`config.mk`:
```
export PLATFORM = sky130hd
export DESIGN_NAME = gyro_rate_conditioner_core_flat
export DESIGN_NICKNAME = d
export VERILOG_FILES = /design/src/sv/grc_pkg.sv /design/src/sv/grc_stream_if.sv /design/src/sv/grc_front.sv /design/src/sv/grc_lane.sv /design/src/sv/grc_merge.sv /design/src/sv/gyro_rate_conditioner_core.sv /design/src/flat_wrapper.sv
export SDC_FILE = /design/constraint.sdc
export NUM_CORES = 2
export LEC_CHECK = 0
export BUFFER_PORTS_ARGS = -buffer_cell sky130_fd_sc_hd__buf_4
export CORE_MARGIN = 3
export CORE_UTILIZATION = 60
export DETAILED_ROUTE_END_ITERATION = 8
export PLACE_DENSITY = 0.86
export SKIP_LAST_GASP = 1
export SYNTH_ARGS = -nofsm -noshare
export SYNTH_HDL_FRONTEND = slang
export SYNTH_HIERARCHICAL = 1
export SYNTH_SLANG_ARGS = --single-unit
```
`constraint.sdc`:
```
create_clock -name i_clk -period 15.9 [get_ports i_clk]
set_input_delay 3.18 -clock i_clk [delete_from_list [all_inputs] [get_ports i_clk]]
set_output_delay 3.18 -clock i_clk [all_outputs]
set_load 0.02 [all_outputs]
```
`src/sv/grc_pkg.sv`:
```
`timescale 1ns / 1ps
package grc_pkg;
    localparam int unsigned SatLow     = 40;
    localparam int unsigned SatHigh    = 8151;
    localparam int unsigned BoostSlope = 4;
    localparam int unsigned BoostLimit = 120;
    localparam int unsigned DiagMul    = 181;

    localparam logic [2:0] CfgOffsetX = 3'd0;
    localparam logic [2:0] CfgOffsetY = 3'd1;
    localparam logic [2:0] CfgOffsetZ = 3'd2;
    localparam logic [2:0] CfgQuad    = 3'd3;
    localparam logic [2:0] CfgMode    = 3'd4;
    localparam logic [2:0] CfgDiv     = 3'd5;
    localparam logic [2:0] CfgWin     = 3'd6;

    typedef struct packed {
        logic [12:0] raw_x;
        logic [12:0] raw_y;
        logic [12:0] raw_z;
    } t_in_word;

    typedef struct packed {
        logic signed [15:0] rate_x;
        logic signed [15:0] rate_y;
        logic signed [15:0] rate_z;
        logic signed [15:0] deriv_x;
        logic signed [15:0] deriv_y;
        logic               limit_hit;
    } t_out_word;

    typedef struct packed {
        logic               start;
        logic signed [15:0] sample;
        logic [7:0]         divisor;
    } t_lane_cmd;

    typedef struct packed {
        logic               done;
        logic signed [15:0] filt;
        logic signed [15:0] diff;
    } t_lane_rsp;

    // sign table for the 45 degree rotation
    function automatic logic signed [1:0] rot_sign(input logic [2:0] q);
        logic signed [1:0] s;
        case (q)
            3'd0, 3'd1, 3'd7: s = 2'sd1;
            3'd2, 3'd6:       s = 2'sd0;
            default:          s = -2'sd1;
        endcase
        return s;
    endfunction
endpackage

```
`src/sv/grc_stream_if.sv`:
```
`timescale 1ns / 1ps
interface grc_stream_if #(parameter type T = logic);
    logic valid;
    logic ready;
    T     data;
    modport source (output valid, output data, input ready);
    modport sink (input valid, input data, output ready);
endinterface

```
`src/sv/grc_front.sv`:
```
`timescale 1ns / 1ps
module grc_front (
    input  logic [12:0]        i_raw_x,
    input  logic [12:0]        i_raw_y,
    input  logic [12:0]        i_raw_z,
    input  logic [12:0]        i_off_x,
    input  logic [12:0]        i_off_y,
    input  logic [12:0]        i_off_z,
    input  logic [2:0]         i_quad,
    input  logic [2:0]         i_mode,
    output logic signed [17:0] o_t0,
    output logic signed [17:0] o_t1,
    output logic signed [15:0] o_z,
    output logic               o_hit
);
    import grc_pkg::*;

    logic signed [15:0] v0, v1;
    logic               h0, h1;
    logic signed [1:0]  xx, xy, yx, yy;

    function automatic logic [15:0] boost(input logic [12:0] t, input logic en,
                                          output logic hit);
        logic [15:0] r;
        r   = {3'b0, t};
        hit = 1'b0;
        if (en && t < 13'(SatLow)) begin
            hit = 1'b1;
            r   = 16'({3'b0, t} * 16'(BoostSlope)) - 16'(BoostLimit);
        end else if (en && t > 13'(SatHigh)) begin
            hit = 1'b1;
            r   = 16'(({3'b0, t} - 16'(SatHigh)) * 16'(BoostSlope)) + 16'(SatHigh);
        end
        return r;
    endfunction

    always_comb begin
        v0 = boost(i_raw_x, i_mode[0], h0) - {3'b0, i_off_x};
        v1 = boost(i_raw_y, i_mode[0], h1) - {3'b0, i_off_y};
        o_hit = h0 | h1;
        xx = i_mode[1] ? rot_sign(i_quad + 3'd4) : rot_sign(i_quad);
        xy = rot_sign(i_quad + 3'd2);
        yx = i_mode[1] ? rot_sign(i_quad + 3'd2) : rot_sign(i_quad + 3'd6);
        yy = rot_sign(i_quad);
        o_t0 = 18'(xx * v0) + 18'(xy * v1);
        o_t1 = 18'(yx * v0) + 18'(yy * v1);
        o_z = i_mode[2] ? 16'({3'b0, i_off_z} - {3'b0, i_raw_z})
                        : 16'({3'b0, i_raw_z} - {3'b0, i_off_z});
    end
endmodule

```
`src/sv/grc_lane.sv`:
```
`timescale 1ns / 1ps
module grc_lane (
    input  logic                i_clk,
    input  logic                i_rst_n,
    input  grc_pkg::t_lane_cmd  i_cmd,
    output grc_pkg::t_lane_rsp  o_rsp
);
    import grc_pkg::*;

    // serial restoring divider over |num|, 24 steps
    logic signed [15:0] r_old;
    logic [23:0]        r_quo, n_quo;
    logic [8:0]         r_rem, n_rem;
    logic [7:0]         r_div;
    logic               r_neg, r_busy, r_done;
    logic [4:0]         r_cnt;
    logic signed [31:0] num;
    logic [31:0]        mag;
    logic [7:0]         k;
    logic [8:0]         trial;
    logic signed [15:0] quo16, nf;

    always_comb begin
        k     = (i_cmd.divisor == 8'd0) ? 8'd1 : i_cmd.divisor;
        num   = 32'(r_old) * 32'($signed({1'b0, k} - 9'sd1)) + 32'(i_cmd.sample);
        mag   = num[31] ? 32'(-num) : num;
        trial = {r_rem[7:0], r_quo[23]};
        n_rem = trial;
        n_quo = {r_quo[22:0], 1'b0};
        if (trial >= {1'b0, r_div}) begin
            n_rem  = trial - {1'b0, r_div};
            n_quo[0] = 1'b1;
        end
        quo16 = r_neg ? 16'(-r_quo[15:0]) : r_quo[15:0];
        nf    = quo16;
    end

    always_ff @(posedge i_clk) begin
        if (!i_rst_n) begin
            r_busy <= 1'b0;
            r_done <= 1'b0;
            r_old  <= '0;
        end else begin
            r_done <= 1'b0;
            if (i_cmd.start) begin
                r_busy <= 1'b1;
                r_cnt  <= 5'd24;
                r_quo  <= mag[23:0];
                r_rem  <= '0;
                r_div  <= k;
                r_neg  <= num[31];
            end else if (r_busy) begin
                r_quo <= n_quo;
                r_rem <= n_rem;
                r_cnt <= r_cnt - 5'd1;
                if (r_cnt == 5'd1) begin
                    r_busy <= 1'b0;
                    r_done <= 1'b1;
                end
            end
            if (r_done) r_old <= nf;
        end
    end

    // |num| < 2^23 since |old*254 + in| is bounded
    assign o_rsp.done = r_done;
    assign o_rsp.filt = nf;
    assign o_rsp.diff = nf - r_old;
endmodule

```
`src/sv/grc_merge.sv`:
```
`timescale 1ns / 1ps
module grc_merge #(
    parameter int DerivDepth = 8
) (
    input  logic               i_clk,
    input  logic               i_rst_n,
    input  logic               i_go,
    input  logic [3:0]         i_win,
    input  grc_pkg::t_lane_rsp i_rsp_x,
    input  grc_pkg::t_lane_rsp i_rsp_y,
    output logic signed [15:0] o_dx,
    output logic signed [15:0] o_dy
);
    import grc_pkg::*;
    localparam int PW = (DerivDepth > 1) ? $clog2(DerivDepth) : 1;

    logic signed [15:0] r_hx [DerivDepth];
    logic signed [15:0] r_hy [DerivDepth];
    logic signed [15:0] r_sx, r_sy;
    logic [PW-1:0]      r_pos;
    logic [5:0]         len;
    logic [5:0]         nxt;

    always_comb begin
        len = {2'b0, i_win};
        if (len == 6'd0) len = 6'd1;
        if (len > 6'(DerivDepth)) len = 6'(DerivDepth);
        nxt = 6'(r_pos) + 6'd1;
        if (nxt >= len) nxt = '0;
    end

    always_ff @(posedge i_clk) begin
        if (!i_rst_n) begin
            r_sx  <= '0;
            r_sy  <= '0;
            r_pos <= '0;
            for (int i = 0; i < DerivDepth; i++) begin
                r_hx[i] <= '0;
                r_hy[i] <= '0;
            end
        end else if (i_go) begin
            r_sx        <= r_sx - r_hx[r_pos] + i_rsp_x.diff;
            r_sy        <= r_sy - r_hy[r_pos] + i_rsp_y.diff;
            r_hx[r_pos] <= i_rsp_x.diff;
            r_hy[r_pos] <= i_rsp_y.diff;
            r_pos       <= nxt[PW-1:0];
        end
    end

    assign o_dx = r_sx;
    assign o_dy = r_sy;
endmodule

```
`src/sv/gyro_rate_conditioner_core.sv`:
```
`timescale 1ns / 1ps
// Gyro rate conditioner.
// in_ch carries one word of raw X/Y/Z sums; out_ch carries one word of
// filtered rates, Z rate, derivative terms and the saturation flag.
// Config port: i_cfg_we/i_cfg_idx/i_cfg_data, write only, idle time only.
// Flow: a word is taken when the block is empty; offset, boost and rotation
// are computed combinationally and registered on accept, diagonal scaling is
// registered in S_SCALE, then both lanes run a 24-step serial divider for
// the IIR filter in parallel and a merge stage updates the derivative windows.
// One word in flight: no new word is accepted until the result is taken.
// Reset clears filters, derivative sums, history and config registers to defaults.
// If the receiver stalls the result is held in the output register and no
// new word is accepted until it is taken.
module gyro_rate_conditioner_core #(
    parameter int DERIV_DEPTH = 8
) (
    input  logic        i_clk,
    input  logic        i_rst_n,
    input  logic        i_cfg_we,
    input  logic [2:0]  i_cfg_idx,
    input  logic [12:0] i_cfg_data,
    grc_stream_if.sink   in_ch,
    grc_stream_if.source out_ch
);
    import grc_pkg::*;

    typedef enum logic [4:0] {
        S_IDLE = 5'b00001, S_SCALE = 5'b00010, S_START = 5'b00100,
        S_DIV = 5'b01000, S_OUT = 5'b10000
    } t_state;

    t_state r_state;
    logic [12:0] r_off_x, r_off_y, r_off_z;
    logic [2:0]  r_quad, r_mode;
    logic [7:0]  r_div;
    logic [3:0]  r_win;
    logic signed [17:0] r_t0, r_t1, f_t0, f_t1;
    logic signed [15:0] r_z, f_z, r_s0, r_s1;
    logic        r_hit, f_hit, r_merge;
    logic signed [25:0] p0, p1;
    t_lane_cmd   cmd_x, cmd_y;
    t_lane_rsp   rsp_x, rsp_y;
    logic signed [15:0] dx, dy;
    t_in_word    iw;
    t_out_word   r_out;

    assign iw = in_ch.data;

    grc_front u_front (
        .i_raw_x(iw.raw_x), .i_raw_y(iw.raw_y), .i_raw_z(iw.raw_z),
        .i_off_x(r_off_x), .i_off_y(r_off_y), .i_off_z(r_off_z),
        .i_quad(r_quad), .i_mode(r_mode),
        .o_t0(f_t0), .o_t1(f_t1), .o_z(f_z), .o_hit(f_hit)
    );

    always_comb begin
        p0 = 26'(r_t0) * $signed(26'(DiagMul));
        p1 = 26'(r_t1) * $signed(26'(DiagMul));
        cmd_x.start   = (r_state == S_START);
        cmd_x.sample  = r_s0;
        cmd_x.divisor = r_div;
        cmd_y.start   = (r_state == S_START);
        cmd_y.sample  = r_s1;
        cmd_y.divisor = r_div;
    end

    grc_lane u_lane_x (.i_clk, .i_rst_n, .i_cmd(cmd_x), .o_rsp(rsp_x));
    grc_lane u_lane_y (.i_clk, .i_rst_n, .i_cmd(cmd_y), .o_rsp(rsp_y));

    grc_merge #(.DerivDepth(DERIV_DEPTH)) u_merge (
        .i_clk, .i_rst_n, .i_go(rsp_x.done), .i_win(r_win),
        .i_rsp_x(rsp_x), .i_rsp_y(rsp_y), .o_dx(dx), .o_dy(dy)
    );

    always_ff @(posedge i_clk) begin
        if (!i_rst_n) begin
            r_off_x <= 13'd4096;
            r_off_y <= 13'd4096;
            r_off_z <= 13'd2048;
            r_quad  <= '0;
            r_mode  <= '0;
            r_div   <= 8'd1;
            r_win   <= 4'd8;
        end else if (i_cfg_we) begin
            unique case (i_cfg_idx)
                CfgOffsetX: r_off_x <= i_cfg_data;
                CfgOffsetY: r_off_y <= i_cfg_data;
                CfgOffsetZ: r_off_z <= i_cfg_data;
                CfgQuad:    r_quad  <= i_cfg_data[2:0];
                CfgMode:    r_mode  <= i_cfg_data[2:0];
                CfgDiv:     r_div   <= i_cfg_data[7:0];
                CfgWin:     r_win   <= i_cfg_data[3:0];
                default: ;
            endcase
        end
    end

    always_ff @(posedge i_clk) begin
        if (!i_rst_n) begin
            r_state <= S_IDLE;
            r_merge <= 1'b0;
        end else begin
            r_merge <= rsp_x.done;
            unique case (r_state)
                S_IDLE: if (in_ch.valid) r_state <= S_SCALE;
                S_SCALE: r_state <= S_START;
                S_START: r_state <= S_DIV;
                S_DIV: if (r_merge) r_state <= S_OUT;
                S_OUT: if (out_ch.ready) r_state <= S_IDLE;
                default: r_state <= S_IDLE;
            endcase
        end
    end

    always_ff @(posedge i_clk) begin
        if (r_state == S_IDLE && in_ch.valid) begin
            r_t0  <= f_t0;
            r_t1  <= f_t1;
            r_z   <= f_z;
            r_hit <= f_hit;
        end
        if (r_state == S_SCALE) begin
            r_s0 <= r_quad[0] ? p0[23:8] : r_t0[15:0];
            r_s1 <= r_quad[0] ? p1[23:8] : r_t1[15:0];
        end
        if (rsp_x.done) begin
            r_out.rate_x <= rsp_x.filt;
            r_out.rate_y <= rsp_y.filt;
        end
        if (r_merge) begin
            r_out.rate_z    <= r_z;
            r_out.deriv_x   <= dx;
            r_out.deriv_y   <= dy;
            r_out.limit_hit <= r_hit;
        end
    end

    assign in_ch.ready  = (r_state == S_IDLE);
    assign out_ch.valid = (r_state == S_OUT);
    assign out_ch.data  = r_out;

    a_lanes_sync: assert property (@(posedge i_clk) disable iff (!i_rst_n)
        rsp_x.done == rsp_y.done) else $error("lanes out of step");
    a_one_word: assert property (@(posedge i_clk) disable iff (!i_rst_n)
        !(in_ch.ready && out_ch.valid)) else $error("accept while holding result");
    a_merge_out: assert property (@(posedge i_clk) disable iff (!i_rst_n)
        r_merge && r_state == S_DIV |=> out_ch.valid) else $error("result lost");
endmodule

```
`src/flat_wrapper.sv`:
```
// flat-port wrapper written by rule: the top's interface ports become plain ports
module gyro_rate_conditioner_core_flat import grc_pkg::*;
#(
    parameter int DERIV_DEPTH = 8
)
  (i_clk, i_rst_n, i_cfg_we, i_cfg_idx, i_cfg_data, in_ch_valid, in_ch_data, in_ch_ready, out_ch_valid, out_ch_data, out_ch_ready);
  grc_stream_if #(.T(t_in_word)) in_ch_i ();
  grc_stream_if #(.T(t_out_word)) out_ch_i ();
  input  logic i_clk;
  input  logic i_rst_n;
  input  logic i_cfg_we;
  input  logic [2:0] i_cfg_idx;
  input  logic [12:0] i_cfg_data;
  input wire logic [$bits(in_ch_i.valid)-1:0] in_ch_valid;
  input wire logic [$bits(in_ch_i.data)-1:0] in_ch_data;
  output wire logic [$bits(in_ch_i.ready)-1:0] in_ch_ready;
  output wire logic [$bits(out_ch_i.valid)-1:0] out_ch_valid;
  output wire logic [$bits(out_ch_i.data)-1:0] out_ch_data;
  input wire logic [$bits(out_ch_i.ready)-1:0] out_ch_ready;
  assign in_ch_i.valid = in_ch_valid;
  assign in_ch_i.data = in_ch_data;
  assign in_ch_ready = in_ch_i.ready;
  assign out_ch_valid = out_ch_i.valid;
  assign out_ch_data = out_ch_i.data;
  assign out_ch_i.ready = out_ch_ready;
  gyro_rate_conditioner_core #(.DERIV_DEPTH(DERIV_DEPTH)) u_core (.i_clk(i_clk), .i_rst_n(i_rst_n), .i_cfg_we(i_cfg_we), .i_cfg_idx(i_cfg_idx), .i_cfg_data(i_cfg_data), .in_ch(in_ch_i), .out_ch(out_ch_i));
endmodule
```
==> impl_summary.log <==
[metrics] number of search-and-repair iterations in the first detailed-routing pass: 6
[metrics] worst rel slew slack: 0.0666
[metrics] vias after detailed routing: 44114
[metrics] TritonCTS clock tree: yes
[metrics] minimum clock period after layout: just under 10 ns
[metrics] most frequent cells in the layout: sky130_fd_sc_hd__inv_1, sky130_fd_sc_hd__edfxtp_1, sky130_fd_sc_hd__ha_1
[metrics] area taken by multi-input logic gates: 35600 sq um
[metrics] vias in the first global route: 45425
[metrics] Static Leakage: 0.0269 uW
[metrics] cell class contributing the biggest share of worst-path delay: adder cells
[metrics] Gate Count Post-Synth: slightly below 6000
[metrics] number of buffers between clock root and the deepest sink: 3
[metrics] setup skew after layout: 0.0335 ns
[metrics] maximum cell stage delay along the critical path: roughly 1.1 ns
[metrics] max-slew violation count: 0
[metrics] post-cts gate resize count: 0
[metrics] crit-path most repeated cell: sky130_fd_sc_hd__fa_1
[metrics] largest net degree at the start of global routing: 82
[metrics] initial DRC count: 4712
[metrics] Avg Cell Area, Syn: approximately 10 sq um
[metrics] site row count: between 100 and 150
[metrics] HPWL reported at the end of detailed placement: 110000 microns
[metrics] Register Area: 18200 sq um
[metrics] # port buffers: 142
[metrics] Final setup viols: 0
[metrics] Fmax achieved: between 100 and 150 MHz
[metrics] io pins: 143
[metrics] largest fanout on the critical path: 19
[metrics] reg-to-reg slack, setup: 6.01 ns
[metrics] Critical Path End Type: register
[metrics] final worst setup slack: 6.01 ns
[metrics] required time at the endpoint of the critical path: 16.22 ns
[metrics] end point of the worst hold path: u_core/out_ch.data[43]
[metrics] drt wl/cell: 20.7 microns
[metrics] Layout Nets: 6917
[metrics] grt total ovfl: 0
[metrics] fraction of layout instances using a drive strength above 1: 0.0887
[metrics] Clock Latency Late Sink: 0.65 ns
[metrics] most frequent standard cell in the layout excluding fill and tap cells: sky130_fd_sc_hd__inv_1
[metrics] outcome: finished clean
[metrics] Chip Width: 318 microns
[metrics] Die Outline Area: 101000 sq um
[metrics] Area growth syn-to-layout: 7.84%
[metrics] weighted congestion reported at the end of routability-driven placement: 0.970
[metrics] start point of the worst min-delay path: u_core/r_z[10]
[metrics] floorplan die height: 318 microns
[metrics] highest ir drop seen on vdd: 0.181 mV
[metrics] Crit Path Class: register to register
[metrics] number of cells on the worst hold path: 0
[metrics] endpoint of the worst register-to-register path: u_core/u_lane_y/r_quo[1]
[metrics] buffer cell driving the clock tree root: sky130_fd_sc_hd__clkbuf_16
[metrics] R2R Path Start: u_core/r_div[4]
[metrics] CTS Hold Bufs: 0
[metrics] global-route wire length before repair: 242000 microns
[metrics] area of the core region: 95600 sq um
[metrics] unrepaired setup endpoints after global routing: no
[metrics] crit share post-route: 0.622
[metrics] number of clock buffers inserted by TritonCTS: 74
[metrics] Remaining DRCs: 0
[metrics] Post-Route Setup TNS: 0 ns
[metrics] type of element launching the critical path: register
[metrics] Netlist Area Pre-Place: between 50000 and 60000 sq um
[metrics] number of clock sinks: 651
[metrics] Arrival @ worst endpoint: 10.21 ns
[metrics] total inserted antenna cells: 0
[metrics] buffers plus inverters on the worst setup path: 5
[metrics] endpoints failing hold: 0
[metrics] htree depth: 3
[metrics] Post-Syn Nets: a little under 7000
[metrics] initial standard-cell utilization of the core: 0.610
[metrics] GRT Overall Usage: 0.296
[metrics] slowest stage cell, crit path: sky130_fd_sc_hd__xor2_1
[metrics] Power per Cell Area: 118 nW/um^2
[metrics] slew at the pin with the worst max-slew slack: 1.40 ns
[metrics] setup slack at placement: 5.99 ns
[metrics] Filler Cell Count: 7053
[metrics] max-cap violation count: 0
[metrics] path category of the worst min-delay check: register to register
[metrics] end-of-flow core utilization: 0.657
[metrics] residual antenna-violating net count after detailed routing: 0
[metrics] CTS clk-pin slew, worst paths: 0.06 ns
[metrics] total detailed-routing wirelength: 149000 microns
[metrics] reg2reg path depth: 29
[metrics] antenna violations before repair: 1
[metrics] number of buffers inserted by post-CTS setup repair: 0
[metrics] average vias per placed instance: 6.12
[metrics] count of yosys warnings during synthesis: 6
-- where the power goes --
part	internal, uW	switching, uW
Combinational	1520	2190
Clock	1010	729
Sequential	1920	69.4
-- flip-flops by register name, indices dropped and copies added (netlist names), 18 cells and up, named ones only --
name,cells
u_core/u_lane_y/r_quo,24
u_core/out_ch.data,81
u_core/u_merge/r_hy,128
u_core/r_t0,18
u_core/r_t1,18
u_core/u_lane_x/r_quo,24
u_core/u_merge/r_hx,128
-- per-stage QoR --
stage	cell area, sq um	instances	power (uW)	hold WS (ns)
final	62800	7206	7440	0.418
after global routing	62800	7206	8020	0.426
after CTS	62800	7206	7420	0.421
after detailed placement	60400	7069	5650	0.407
after global placement	60400	7069	5480	0.402
after floorplan	58300	5851	4870	0.400
-- worst max path at each step --
stage / startpoint / end / slack, ns / depth (start not counted)
after global routing: u_core/r_div[3] / u_core/u_lane_y/r_quo[1] / 5.53 / 29
after floorplan: in_ch_data[16] / u_core/r_t0[17] / 6.83 / 25
after CTS: u_core/r_div[4] / u_core/u_lane_y/r_quo[1] / 6.22 / 29
after global placement: in_ch_data[20] / u_core/r_t0[17] / 6.09 / 26
after detailed placement: in_ch_data[20] / u_core/r_t0[16] / 5.99 / 27
final: u_core/r_div[4] / u_core/u_lane_y/r_quo[1] / 6.01 / 29
-- cell type report --
class                           instances  share of cell area
Inverter                              952              0.0569
Tap cell                             1265              0.0252
Clock inverter                         31             0.00508
Sequential cell                       651               0.290
Clock buffer                          106              0.0340
Multi-Input combinational cell       4017               0.567
Timing Repair Buffer                  184              0.0220
-- routing by layer --
layer	track usage	wire length (microns)	share of wire
met1	0.378	56300	0.38
met3	0.0584	14500	0.097
met4	0.129	7000	0.047
met5	0	15	0.00010
met2	0.490	71100	0.48
-- worst register-to-register path, delay by kind of cell (launching register included) --
kind	cells	cell delay (ns)
buffers and inverters	5	0.51
AND/OR/NAND/NOR	9	2.62
adder cells (fa/ha/maj)	7	3.38
AO/OA/AOI/OAI	7	1.51
flip-flops	1	0.46
XOR/XNOR	1	1.09
Power figures use the tool's default switching activity.
